$ cat src/sv/debc_pkg.sv
// ----------------------------------------------------------------------------
// debc_pkg
// Shared types and constants of the event debounce coalescer.
// ----------------------------------------------------------------------------
package debc_pkg;

    localparam int KIND_W      = 2;
    localparam int CH_W        = 3;
    localparam int SEC_W       = 16;
    localparam int RES_W       = 3;
    localparam int MAX_RESULTS = 8;
    localparam int CNT_W       = 4;

    typedef enum logic [KIND_W-1:0] {
        KIND_SUBMIT = 2'd0,
        KIND_CANCEL = 2'd1,
        KIND_TICK   = 2'd2,
        KIND_NONE   = 2'd3
    } kind_t;

    typedef enum logic [RES_W-1:0] {
        RES_LEAD   = 3'd0,
        RES_COAL   = 3'd1,
        RES_TRAIL  = 3'd2,
        RES_CEIL   = 3'd3,
        RES_CANCEL = 3'd4,
        RES_MISS   = 3'd5,
        RES_IDLE   = 3'd6
    } res_t;

    typedef enum logic [1:0] {
        ACT_DROP,
        ACT_TRAIL,
        ACT_CEIL,
        ACT_REARM
    } act_t;

    typedef enum logic [2:0] {
        ST_IDLE,
        ST_READ,
        ST_SUM,
        ST_DIFF,
        ST_DEC,
        ST_WRITE,
        ST_FINISH
    } state_t;

    typedef struct packed {
        logic take;
        logic sum;
        logic diff;
        logic dec;
        logic commit;
        logic fin;
    } ctrl_cmd_t;

    typedef struct packed {
        logic out_free;
        logic in_tick;
        logic wr_stall;
        logic last_chan;
    } dp_stat_t;

endpackage

$ cat src/sv/debc_in_if.sv
// ----------------------------------------------------------------------------
// debc_in_if
// Request channel: one word is a submit, cancel or tick item.
// ----------------------------------------------------------------------------
interface debc_in_if;
    import debc_pkg::*;

    logic              valid;
    logic              ready;
    logic [KIND_W-1:0] kind;
    logic [CH_W-1:0]   channel;
    logic [SEC_W-1:0]  grace_seconds;
    logic [SEC_W-1:0]  ceiling_seconds;

    modport source (output valid, kind, channel, grace_seconds, ceiling_seconds,
                    input ready);
    modport sink   (input valid, kind, channel, grace_seconds, ceiling_seconds,
                    output ready);
endinterface

$ cat src/sv/debc_out_if.sv
// ----------------------------------------------------------------------------
// debc_out_if
// Result channel: one word is one result of an item.
// ----------------------------------------------------------------------------
interface debc_out_if;
    import debc_pkg::*;

    logic             valid;
    logic             ready;
    logic [CH_W-1:0]  out_channel;
    logic [RES_W-1:0] event_res;
    logic             last;

    modport source (output valid, out_channel, event_res, last, input ready);
    modport sink   (input valid, out_channel, event_res, last, output ready);
endinterface

$ cat src/sv/event_debounce_coalescer.sv
// ----------------------------------------------------------------------------
// event_debounce_coalescer
// Per-channel debouncer with leading, trailing and ceiling fires.
// ----------------------------------------------------------------------------
// Submit, cancel and unknown kinds: one result word, registered in the cycle after acceptance.
// Tick: a scan per channel through the channel stores (read, sum, compare,
//   decide, write), then a finish step for the last word; the write and
//   finish steps wait while the result side stalls.
// Reset clears time, active and pending flags; the time stores are not cleared.
// ----------------------------------------------------------------------------
module event_debounce_coalescer #(
    parameter int NUM_CHANNELS = 8,
    parameter int TIME_WIDTH   = 32
)
(
    input logic        clk,
    input logic        rst_n,
    debc_in_if.sink    req,
    debc_out_if.source rsp
);
    import debc_pkg::*;

    ctrl_cmd_t cmd;
    dp_stat_t  stat;

    debc_ctrl u_ctrl
    (
        .clk       (clk),
        .rst_n     (rst_n),
        .req_valid (req.valid),
        .req_ready (req.ready),
        .stat      (stat),
        .cmd       (cmd)
    );

    debc_dp #(
        .NUM_CHANNELS (NUM_CHANNELS),
        .TIME_WIDTH   (TIME_WIDTH)
    ) u_dp
    (
        .clk           (clk),
        .rst_n         (rst_n),
        .cmd           (cmd),
        .stat          (stat),
        .req_kind      (req.kind),
        .req_channel   (req.channel),
        .req_grace     (req.grace_seconds),
        .req_ceiling   (req.ceiling_seconds),
        .rsp_valid     (rsp.valid),
        .rsp_ready     (rsp.ready),
        .rsp_channel   (rsp.out_channel),
        .rsp_event_res (rsp.event_res),
        .rsp_last      (rsp.last)
    );

    a_tick_busy: assert property (@(posedge clk) disable iff (!rst_n)
        cmd.take && (req.kind == KIND_TICK) |=> !req.ready)
        else $error("request taken during tick scan");

    a_take_room: assert property (@(posedge clk) disable iff (!rst_n)
        cmd.take |-> (!rsp.valid || rsp.ready))
        else $error("item taken with result word blocked");

    a_word_source: assert property (@(posedge clk) disable iff (!rst_n)
        $rose(rsp.valid) |-> $past(cmd.take || cmd.commit || cmd.fin))
        else $error("result word without a source");

endmodule

$ cat src/sv/debc_ctrl.sv
// ----------------------------------------------------------------------------
// debc_ctrl
// Controller: accepts items and sequences the per-channel tick scan.
// ----------------------------------------------------------------------------
module debc_ctrl
(
    input  logic                 clk,
    input  logic                 rst_n,
    input  logic                 req_valid,
    output logic                 req_ready,
    input  debc_pkg::dp_stat_t   stat,
    output debc_pkg::ctrl_cmd_t  cmd
);
    import debc_pkg::*;

    state_t state_reg;
    state_t state_next;

    always_ff @(posedge clk or negedge rst_n)
    begin
        if (!rst_n)
        begin
            state_reg <= ST_IDLE;
        end
        else
        begin
            state_reg <= state_next;
        end
    end

    always_comb
    begin
        state_next = state_reg;
        cmd        = '0;
        req_ready  = 1'b0;
        case (state_reg)
            ST_IDLE:
            begin
                req_ready = stat.out_free;
                if (req_valid && stat.out_free)
                begin
                    cmd.take = 1'b1;
                    if (stat.in_tick)
                    begin
                        state_next = ST_READ;
                    end
                end
            end
            ST_READ:
            begin
                state_next = ST_SUM;
            end
            ST_SUM:
            begin
                cmd.sum    = 1'b1;
                state_next = ST_DIFF;
            end
            ST_DIFF:
            begin
                cmd.diff   = 1'b1;
                state_next = ST_DEC;
            end
            ST_DEC:
            begin
                cmd.dec    = 1'b1;
                state_next = ST_WRITE;
            end
            ST_WRITE:
            begin
                if (!stat.wr_stall)
                begin
                    cmd.commit = 1'b1;
                    state_next = stat.last_chan ? ST_FINISH : ST_READ;
                end
            end
            ST_FINISH:
            begin
                if (stat.out_free)
                begin
                    cmd.fin    = 1'b1;
                    state_next = ST_IDLE;
                end
            end
            default:
            begin
                state_next = ST_IDLE;
            end
        endcase
    end

endmodule

$ cat src/sv/debc_dp.sv
// ----------------------------------------------------------------------------
// debc_dp
// Datapath: channel flags, channel time stores, scan pipeline registers,
// held fire and result register.
// ----------------------------------------------------------------------------
module debc_dp #(
    parameter int NUM_CHANNELS = 8,
    parameter int TIME_WIDTH   = 32
)
(
    input  logic                          clk,
    input  logic                          rst_n,
    input  debc_pkg::ctrl_cmd_t           cmd,
    output debc_pkg::dp_stat_t            stat,
    input  logic [debc_pkg::KIND_W-1:0]   req_kind,
    input  logic [debc_pkg::CH_W-1:0]     req_channel,
    input  logic [debc_pkg::SEC_W-1:0]    req_grace,
    input  logic [debc_pkg::SEC_W-1:0]    req_ceiling,
    output logic                          rsp_valid,
    input  logic                          rsp_ready,
    output logic [debc_pkg::CH_W-1:0]     rsp_channel,
    output logic [debc_pkg::RES_W-1:0]    rsp_event_res,
    output logic                          rsp_last
);
    import debc_pkg::*;

    localparam int IW = (NUM_CHANNELS > 1) ? $clog2(NUM_CHANNELS) : 1;
    localparam int TW = TIME_WIDTH;

    logic [TW-1:0]           now_reg;
    logic [NUM_CHANNELS-1:0] active_reg;
    logic [NUM_CHANNELS-1:0] pending_reg;
    logic [IW-1:0]           idx_reg;

    logic [SEC_W-1:0] grace_mem [NUM_CHANNELS];
    logic [SEC_W-1:0] ceil_mem  [NUM_CHANNELS];
    logic [TW-1:0]    lfire_mem [NUM_CHANNELS];
    logic [TW-1:0]    lsub_mem  [NUM_CHANNELS];
    logic [TW-1:0]    dl_mem    [NUM_CHANNELS];

    logic [SEC_W-1:0] grace_rd_reg;
    logic [SEC_W-1:0] ceil_rd_reg;
    logic [TW-1:0]    lfire_rd_reg;
    logic [TW-1:0]    lsub_rd_reg;
    logic [TW-1:0]    dl_rd_reg;

    logic [TW-1:0] g_reg;
    logic [TW-1:0] c_reg;
    logic          due_reg;
    logic          pend_reg;
    logic          at_g_reg;
    logic          at_c_reg;
    logic [TW-1:0] ag_reg;
    logic [TW-1:0] ac_reg;
    act_t          act_reg;
    logic [TW-1:0] dmin_reg;

    logic             hold_vld_reg;
    logic [CH_W-1:0]  hold_ch_reg;
    res_t             hold_res_reg;
    logic [CNT_W-1:0] cnt_reg;

    logic             out_vld_reg;
    logic [CH_W-1:0]  out_ch_reg;
    res_t             out_res_reg;
    logic             out_last_reg;

    logic             in_range;
    logic [IW-1:0]    in_idx;
    logic             in_active;
    logic [SEC_W-1:0] g_cl;
    logic [SEC_W-1:0] c_cl;
    logic             is_tick;
    logic             act_new;
    logic             coal;
    logic             cancel_hit;
    res_t             imm_res;
    logic [IW-1:0]    wr_idx;
    logic             out_free;
    logic             fire_type;
    logic             keep;
    logic             do_wr;
    logic [TW-1:0]    dl_diff;
    logic [TW-1:0]    ng;
    logic [TW-1:0]    gn;
    logic [TW-1:0]    nc;
    logic [TW-1:0]    cn;
    act_t             act_next;
    logic [TW-1:0]    ac_eff;

    // Request decode
    assign in_range   = int'(req_channel) < NUM_CHANNELS;
    assign in_idx     = IW'(req_channel);
    assign in_active  = in_range && active_reg[in_idx];
    assign g_cl       = (req_grace == '0) ? SEC_W'(1) : req_grace;
    assign c_cl       = (req_ceiling < g_cl) ? g_cl : req_ceiling;
    assign is_tick    = (req_kind == KIND_TICK);
    assign act_new    = cmd.take && (req_kind == KIND_SUBMIT) && in_range && !in_active;
    assign coal       = cmd.take && (req_kind == KIND_SUBMIT) && in_active;
    assign cancel_hit = cmd.take && (req_kind == KIND_CANCEL) && in_active;

    always_comb
    begin
        case (kind_t'(req_kind))
            KIND_SUBMIT: imm_res = !in_range ? RES_IDLE : (in_active ? RES_COAL : RES_LEAD);
            KIND_CANCEL: imm_res = in_active ? RES_CANCEL : RES_MISS;
            default:     imm_res = RES_IDLE;
        endcase
    end

    // Scan write side
    assign do_wr     = cmd.commit && due_reg;
    assign fire_type = (act_reg == ACT_TRAIL) || (act_reg == ACT_CEIL);
    assign keep      = do_wr && fire_type && (cnt_reg < CNT_W'(MAX_RESULTS));
    assign out_free  = !out_vld_reg || rsp_ready;
    assign wr_idx    = cmd.take ? in_idx : idx_reg;

    assign stat.out_free  = out_free;
    assign stat.in_tick   = is_tick;
    assign stat.wr_stall  = due_reg && fire_type && (cnt_reg < CNT_W'(MAX_RESULTS))
                            && hold_vld_reg && !out_free;
    assign stat.last_chan = (idx_reg == IW'(NUM_CHANNELS - 1));

    // Channel stores
    always_ff @(posedge clk)
    begin
        if (act_new)
        begin
            grace_mem[wr_idx] <= g_cl;
            ceil_mem[wr_idx]  <= c_cl;
        end
        grace_rd_reg <= grace_mem[idx_reg];
        ceil_rd_reg  <= ceil_mem[idx_reg];
    end

    always_ff @(posedge clk)
    begin
        if (act_new || coal)
        begin
            lsub_mem[wr_idx] <= now_reg;
        end
        lsub_rd_reg <= lsub_mem[idx_reg];
    end

    always_ff @(posedge clk)
    begin
        if (act_new || (do_wr && act_reg == ACT_CEIL))
        begin
            lfire_mem[wr_idx] <= now_reg;
        end
        lfire_rd_reg <= lfire_mem[idx_reg];
    end

    always_ff @(posedge clk)
    begin
        if (act_new)
        begin
            dl_mem[wr_idx] <= now_reg + TW'(g_cl);
        end
        else if (do_wr && (act_reg == ACT_CEIL || act_reg == ACT_REARM))
        begin
            dl_mem[wr_idx] <= now_reg + dmin_reg;
        end
        dl_rd_reg <= dl_mem[idx_reg];
    end

    // Scan pipeline
    assign dl_diff = now_reg - dl_rd_reg;
    assign ng      = now_reg - g_reg;
    assign gn      = g_reg - now_reg;
    assign nc      = now_reg - c_reg;
    assign cn      = c_reg - now_reg;

    always_comb
    begin
        if (!pend_reg && at_g_reg)
        begin
            act_next = ACT_DROP;
        end
        else if (pend_reg && at_g_reg)
        begin
            act_next = ACT_TRAIL;
        end
        else if (pend_reg && at_c_reg)
        begin
            act_next = ACT_CEIL;
        end
        else
        begin
            act_next = ACT_REARM;
        end
    end

    assign ac_eff = (act_next == ACT_CEIL) ? TW'(ceil_rd_reg) : ac_reg;

    always_ff @(posedge clk)
    begin
        if (cmd.sum)
        begin
            g_reg    <= lsub_rd_reg + TW'(grace_rd_reg);
            c_reg    <= lfire_rd_reg + TW'(ceil_rd_reg);
            due_reg  <= active_reg[idx_reg] && !dl_diff[TW-1];
            pend_reg <= pending_reg[idx_reg];
        end
        if (cmd.diff)
        begin
            at_g_reg <= !ng[TW-1];
            at_c_reg <= !nc[TW-1];
            ag_reg   <= (gn == '0 || gn[TW-1]) ? TW'(1) : gn;
            ac_reg   <= (cn == '0 || cn[TW-1]) ? TW'(1) : cn;
        end
        if (cmd.dec)
        begin
            act_reg  <= act_next;
            dmin_reg <= (ag_reg < ac_eff) ? ag_reg : ac_eff;
        end
    end

    // Control state
    always_ff @(posedge clk or negedge rst_n)
    begin
        if (!rst_n)
        begin
            now_reg      <= '0;
            active_reg   <= '0;
            pending_reg  <= '0;
            idx_reg      <= '0;
            hold_vld_reg <= 1'b0;
            cnt_reg      <= '0;
            out_vld_reg  <= 1'b0;
        end
        else
        begin
            if (act_new)
            begin
                active_reg[in_idx]  <= 1'b1;
                pending_reg[in_idx] <= 1'b0;
            end
            if (coal)
            begin
                pending_reg[in_idx] <= 1'b1;
            end
            if (cancel_hit)
            begin
                active_reg[in_idx]  <= 1'b0;
                pending_reg[in_idx] <= 1'b0;
            end
            if (do_wr)
            begin
                case (act_reg)
                    ACT_DROP:
                    begin
                        active_reg[idx_reg] <= 1'b0;
                    end
                    ACT_TRAIL:
                    begin
                        active_reg[idx_reg]  <= 1'b0;
                        pending_reg[idx_reg] <= 1'b0;
                    end
                    ACT_CEIL:
                    begin
                        pending_reg[idx_reg] <= 1'b0;
                    end
                    default:
                    begin
                    end
                endcase
            end

            if (cmd.take && is_tick)
            begin
                now_reg      <= now_reg + TW'(1);
                idx_reg      <= '0;
                hold_vld_reg <= 1'b0;
                cnt_reg      <= '0;
            end
            else
            begin
                if (cmd.commit && !stat.last_chan)
                begin
                    idx_reg <= idx_reg + IW'(1);
                end
                if (keep)
                begin
                    hold_vld_reg <= 1'b1;
                    cnt_reg      <= cnt_reg + CNT_W'(1);
                end
            end

            if ((cmd.take && !is_tick) || (keep && hold_vld_reg) || cmd.fin)
            begin
                out_vld_reg <= 1'b1;
            end
            else if (rsp_ready)
            begin
                out_vld_reg <= 1'b0;
            end
        end
    end

    // Held fire and result word
    always_ff @(posedge clk)
    begin
        if (keep)
        begin
            hold_ch_reg  <= CH_W'(idx_reg);
            hold_res_reg <= (act_reg == ACT_TRAIL) ? RES_TRAIL : RES_CEIL;
        end
        if (cmd.take && !is_tick)
        begin
            out_ch_reg   <= req_channel;
            out_res_reg  <= imm_res;
            out_last_reg <= 1'b1;
        end
        else if (keep && hold_vld_reg)
        begin
            out_ch_reg   <= hold_ch_reg;
            out_res_reg  <= hold_res_reg;
            out_last_reg <= 1'b0;
        end
        else if (cmd.fin)
        begin
            out_ch_reg   <= hold_vld_reg ? hold_ch_reg : '0;
            out_res_reg  <= hold_vld_reg ? hold_res_reg : RES_IDLE;
            out_last_reg <= 1'b1;
        end
    end

    assign rsp_valid     = out_vld_reg;
    assign rsp_channel   = out_ch_reg;
    assign rsp_event_res = out_res_reg;
    assign rsp_last      = out_last_reg;

endmodule

$ cat src/flat_wrapper.sv
// flat-port wrapper written by rule: the top's interface ports become plain ports
module event_debounce_coalescer_flat import debc_pkg::*;
#(
    parameter int NUM_CHANNELS = 8,
    parameter int TIME_WIDTH   = 32
)
  (clk, rst_n, req_valid, req_kind, req_channel, req_grace_seconds, req_ceiling_seconds, req_ready, rsp_valid, rsp_out_channel, rsp_event_res, rsp_last, rsp_ready);
  debc_in_if req_i ();
  debc_out_if rsp_i ();
  input logic clk;
  input logic rst_n;
  input wire logic [$bits(req_i.valid)-1:0] req_valid;
  input wire logic [$bits(req_i.kind)-1:0] req_kind;
  input wire logic [$bits(req_i.channel)-1:0] req_channel;
  input wire logic [$bits(req_i.grace_seconds)-1:0] req_grace_seconds;
  input wire logic [$bits(req_i.ceiling_seconds)-1:0] req_ceiling_seconds;
  output wire logic [$bits(req_i.ready)-1:0] req_ready;
  output wire logic [$bits(rsp_i.valid)-1:0] rsp_valid;
  output wire logic [$bits(rsp_i.out_channel)-1:0] rsp_out_channel;
  output wire logic [$bits(rsp_i.event_res)-1:0] rsp_event_res;
  output wire logic [$bits(rsp_i.last)-1:0] rsp_last;
  input wire logic [$bits(rsp_i.ready)-1:0] rsp_ready;
  assign req_i.valid = req_valid;
  assign req_i.kind = req_kind;
  assign req_i.channel = req_channel;
  assign req_i.grace_seconds = req_grace_seconds;
  assign req_i.ceiling_seconds = req_ceiling_seconds;
  assign req_ready = req_i.ready;
  assign rsp_valid = rsp_i.valid;
  assign rsp_out_channel = rsp_i.out_channel;
  assign rsp_event_res = rsp_i.event_res;
  assign rsp_last = rsp_i.last;
  assign rsp_i.ready = rsp_ready;
  event_debounce_coalescer #(.NUM_CHANNELS(NUM_CHANNELS), .TIME_WIDTH(TIME_WIDTH)) u_core (.clk(clk), .rst_n(rst_n), .req(req_i), .rsp(rsp_i));
endmodule
$ cat config.mk
export PLATFORM = sky130hd
export DESIGN_NAME = event_debounce_coalescer_flat
export DESIGN_NICKNAME = d
export VERILOG_FILES = /design/src/sv/debc_pkg.sv /design/src/sv/debc_in_if.sv /design/src/sv/debc_out_if.sv /design/src/sv/event_debounce_coalescer.sv /design/src/sv/debc_ctrl.sv /design/src/sv/debc_dp.sv /design/src/flat_wrapper.sv
export SDC_FILE = /design/constraint.sdc
export NUM_CORES = 2
export LEC_CHECK = 0
export ABC_CLOCK_PERIOD_IN_PS = 13400
export BUFFER_PORTS_ARGS = -buffer_cell sky130_fd_sc_hd__buf_4
export CORE_AREA = 2 2 297 373
export DETAILED_ROUTE_END_ITERATION = 16
export DIE_AREA = 0 0 299 375
export PLACE_DENSITY = 0.7
export SETUP_SLACK_MARGIN = 0.15
export SLEW_MARGIN = 5
export SYNTH_ARGS = -nofsm -noshare
export SYNTH_HDL_FRONTEND = slang
export SYNTH_HIERARCHICAL = 1
export SYNTH_SLANG_ARGS = --single-unit
$ cat constraint.sdc
create_clock -name clk -period 13.4 [get_ports clk]
set_clock_uncertainty 0.1 [all_clocks]
set_input_delay 0 -clock clk [delete_from_list [all_inputs] [get_ports clk]]
set_output_delay 0 -clock clk [all_outputs]
set_load 0.02 [all_outputs]
==> impl_metrics.yaml <==
outcome:
  status: "finished clean"
clocking:
  cts_tree: "built"
  worstSkewPairLatency_ns: 0.77
  clk_pin_slew_ns: 0.06
  max-clock-path-buffers: 3
  cts_made_buffers: 133
  cts-root-buf: "clkbuf_16"
  htreeDepth: 4
  clock_sinks: 1389
critical_path:
  critPathLaunchType: "flip-flop"
  regToRegStartpoint: "u_core/u_dp/rsp_valid"
  end_kind: "flip-flop"
  crit_arrival_ns: 6.87
  r2r_setup_slack_ns: 6.90
  cp_max_fo: 15
  reg2reg_depth: 21
  critical_path_class: "flip-flop to flip-flop"
  r2r_end: "u_core/u_dp/dl_mem[4][28]"
  critPathRequiredTime_ns: 13.77
detailed_routing:
  via_per_inst: 6.36
  wl_mm: 162
  wl_per_cell_um: 27.4
  vias: 37700
  first_iter_violations: 4535
  ant_nets: 0
  firstDrtPassIters: 5
  drc_errors: 0
cells_and_area:
  num_antenna_cells: 0
  area_growth_pct: 13.0
  largestRegisters: "u_core/u_dp/dl_mem (256), u_core/u_dp/lfire_mem (256), u_core/u_dp/lsub_mem (256)"
  fill_cells: 8188
  finish.utilization_pct: 61.6
  drive_gt1_share_pct: 10.2
  finalNetCount: 4681
sta:
  whs_ns: 0.0681
  finalHoldViolations: 0
  slew_violations: 0
  setup_viol: 0
  finalCriticalPeriod_ns: 6.50
  fmax_ghz: 0.154
  fin_ws_ns: 6.90
  final.setup.tns_ns: 0
  maxSlewHeadroom_pct: 14.2
  period_share_pct: 48.5
  worstMarginPinSlew_ns: 1.28
  rsz0062_at_grt: "false"
synthesis:
  yosys_register_bits: 1389
  syn-cell-area_sq_um: 59400
  async_reset_ff_share_pct: 4.32
  syn_area_per_cell_sq_um: 14.1
  synth_cell_types: 92
  syn_inst: 4222
  yosysWarnings: 6
  synth_top_area_share_pct: 60.7
  synth_area_leaders: "edfxtp_1 61%, a22oi_1 6.6%, ha_1 5.8%, dfxtp_1 4.3%, dfrtp_1 2.5%"
  synthAdderAreaFrac_pct: 5.90
  synth_mux_area_share_pct: 1.40
  synthTopCellsByCount: "1200 x edfxtp_1, 522 x a22oi_1, 275 x ha_1, 221 x inv_1, 199 x nor2_1"
  synth_edf_count: 1200
  synth_xor_area_share_pct: 2.60
  synthSimpleGateAreaFrac_pct: 7.42
  synth_compound_area_share_pct: 12.4
  synth_top_family_by_area: "compound AO/OA/AOI/OAI gates"
  yosysMostFrequentCell: "edfxtp_1"
  synth_seq_area_share_pct: 67.6
  ys.flop_type: "edfxtp_1"
  yosysTopAreaCell: "edfxtp_1"
grt:
  overflow: 0
  grt_usage_pct: 28.6
  grt_pass1_wl_mm: 236
  grt_pass1_vias: 36800
  antenna_found_initial: 0
  grt_max_degree: 129
die:
  die_area_sq_um: 112000
  row_count: 136
  die_h_um: 375
  dieWidth_um: 299
  coreArea_sq_um: 109000
  pin_count: 50
  start_util_pct: 54.5
hold_path:
  hp-start: "req_grace_seconds[11]"
  whs_endpoint: "u_core/u_dp/grace_mem[3][11]"
  whs_path_depth: 2
  hp-class: "primary input to flip-flop"
place:
  place.port_buffers: 49
  gp_congestion: 0.934
  place_hpwl_mm: 98.3
  dpl_worst_slack_ns: 6.97
power_and_ir_drop:
  ir_drop_uv: 150
  powerDensity_nw_per_um2: 214
  finalPower_mw: 14.4
  p_leak_nw: 23.3
job:
  cap_viol_max_count: 0
==> worst max-delay path by stage <==
stage	start	end	slack, ns	cells past startpoint
6_report	u_core/u_dp/rsp_valid	u_core/u_dp/dl_mem[4][28]	6.90	21
4_1_cts	u_core/u_dp/rsp_valid	u_core/u_dp/dl_mem[4][28]	6.89	21
3_5_place_dp	u_core/u_dp/rsp_valid	u_core/u_dp/dl_mem[0][28]	6.97	21
5_1_grt	u_core/u_dp/rsp_valid	u_core/u_dp/dl_mem[4][20]	6.45	22
2_1_floorplan	u_core/u_dp/rsp_valid	u_core/u_dp/ceil_mem[0][0]	6.95	10
3_3_place_gp	u_core/u_dp/rsp_valid	u_core/u_dp/dl_mem[2][30]	7.22	22
==> power by group <==
part           switching, mW  internal, mW
clock network           1.62          2.36
logic                   2.93          1.67
registers              0.366          5.43
==> routing by layer <==
layer / global-route usage (%) / routed length, um / up-vias
met4: 9.40 / 5020 / 0
met3: 5.11 / 14800 / 294
met5: 0 / 0 / -
met1: 38.6 / 64100 / 18900
li1: - / - / 16600
met2: 47.3 / 78300 / 1900
==> logic make-up (layout without fill, tap and decap cells) <==
| family | Yosys count | after routing |
|---|---|---|
| flops | 1389 | 1389 |
| compound gates | 1029 | 1029 |
| simple gates | 850 | 850 |
| buf+inv | 419 | 671 |
| fa+ha+maj | 278 | 278 |
| xor+xnor | 176 | 176 |
| mux | 80 | 80 |
| other cells | 1 | 2 |
==> layout by cell type, fill, tap and decap left out, types with 16 or more instances in the layout <==
cell type | synthesis | layout
clkbuf_1 | 161 | 26
and3_1 | 31 | 30
a22oi_1 | 522 | 522
clkbuf_16 | 0 | 141
nand2b_1 | 41 | 41
clkbuf_8 | 0 | 17
nor2b_1 | 40 | 37
bufinv_16 | 0 | 17
o22ai_1 | 17 | 17
nor2_1 | 199 | 174
nand2_1 | 145 | 145
edfxtp_1 | 1200 | 1200
dfrtp_1 | 60 | 60
inv_1 | 221 | 220
nor3_1 | 69 | 60
and2_1 | 29 | 26
clkinv_2 | 0 | 19
a31oi_1 | 16 | 16
a21o_1 | 97 | 97
o21ai_0 | 81 | 81
o21a_1 | 35 | 35
xnor2_1 | 115 | 115
ha_1 | 275 | 275
xor2_1 | 61 | 60
dlygate4sd3_1 | 0 | 63
o211ai_1 | 16 | 16
nand3_1 | 55 | 55
buf_4 | 3 | 137
nand4_1 | 161 | 161
or3_1 | 17 | 17
a21oi_1 | 125 | 123
mux2_2 | 22 | 22
mux2i_1 | 57 | 57
dfxtp_1 | 129 | 129
nor2_4 | 0 | 24
==> layout make-up <==
| type | instances | area (sq um) | area share [%] |
|---|---|---|---|
| well taps | 1449 | 1810 | 2.70 |
| clock inverters | 64 | 838 | 1.25 |
| flip-flops and latches | 1389 | 40100 | 59.8 |
| inverters | 221 | 830 | 1.24 |
| repair buffers | 202 | 1710 | 2.54 |
| clock buffers | 184 | 3860 | 5.75 |
| multi-input cells | 2415 | 17900 | 26.7 |
==> worst max-delay path: stages, from the launching register on <==
cell and delay, ns:
dfrtp_1 0.38, nand2b_1 0.20, nor4b_4 0.25, and2_1 0.50, nor2b_1 0.38, inv_1 0.14
nor2_1 0.20, nand2b_1 0.22, nor2b_4 0.25, mux2_2 0.29, ha_1 0.18, inv_1 0.06
fa_1 0.40, nor2b_1 0.13, o21a_1 0.13, o21ai_0 0.14, a211oi_1 0.38, o31ai_1 0.17
o21ai_0 0.57, a21oi_1 0.29, a31oi_1 0.34, xor2_1 0.48
==> timing repair <==
action                                  CTS  global route
hold buffers                             64             0
resized for setup                         0             0
hold endpoints to repair                427             0
buffers inserted                          0             0
endpoints found under the setup margin    0             0
==> stage by stage <==
stage / std cells / area, sq um
after CTS: 5924 / 67100
after detailed placement: 5612 / 61800
after global placement: 5612 / 61800
after global routing: 5924 / 67100
final: 5924 / 67100
after floorplan: 4223 / 59400
Power figures use the tool's default switching activity.
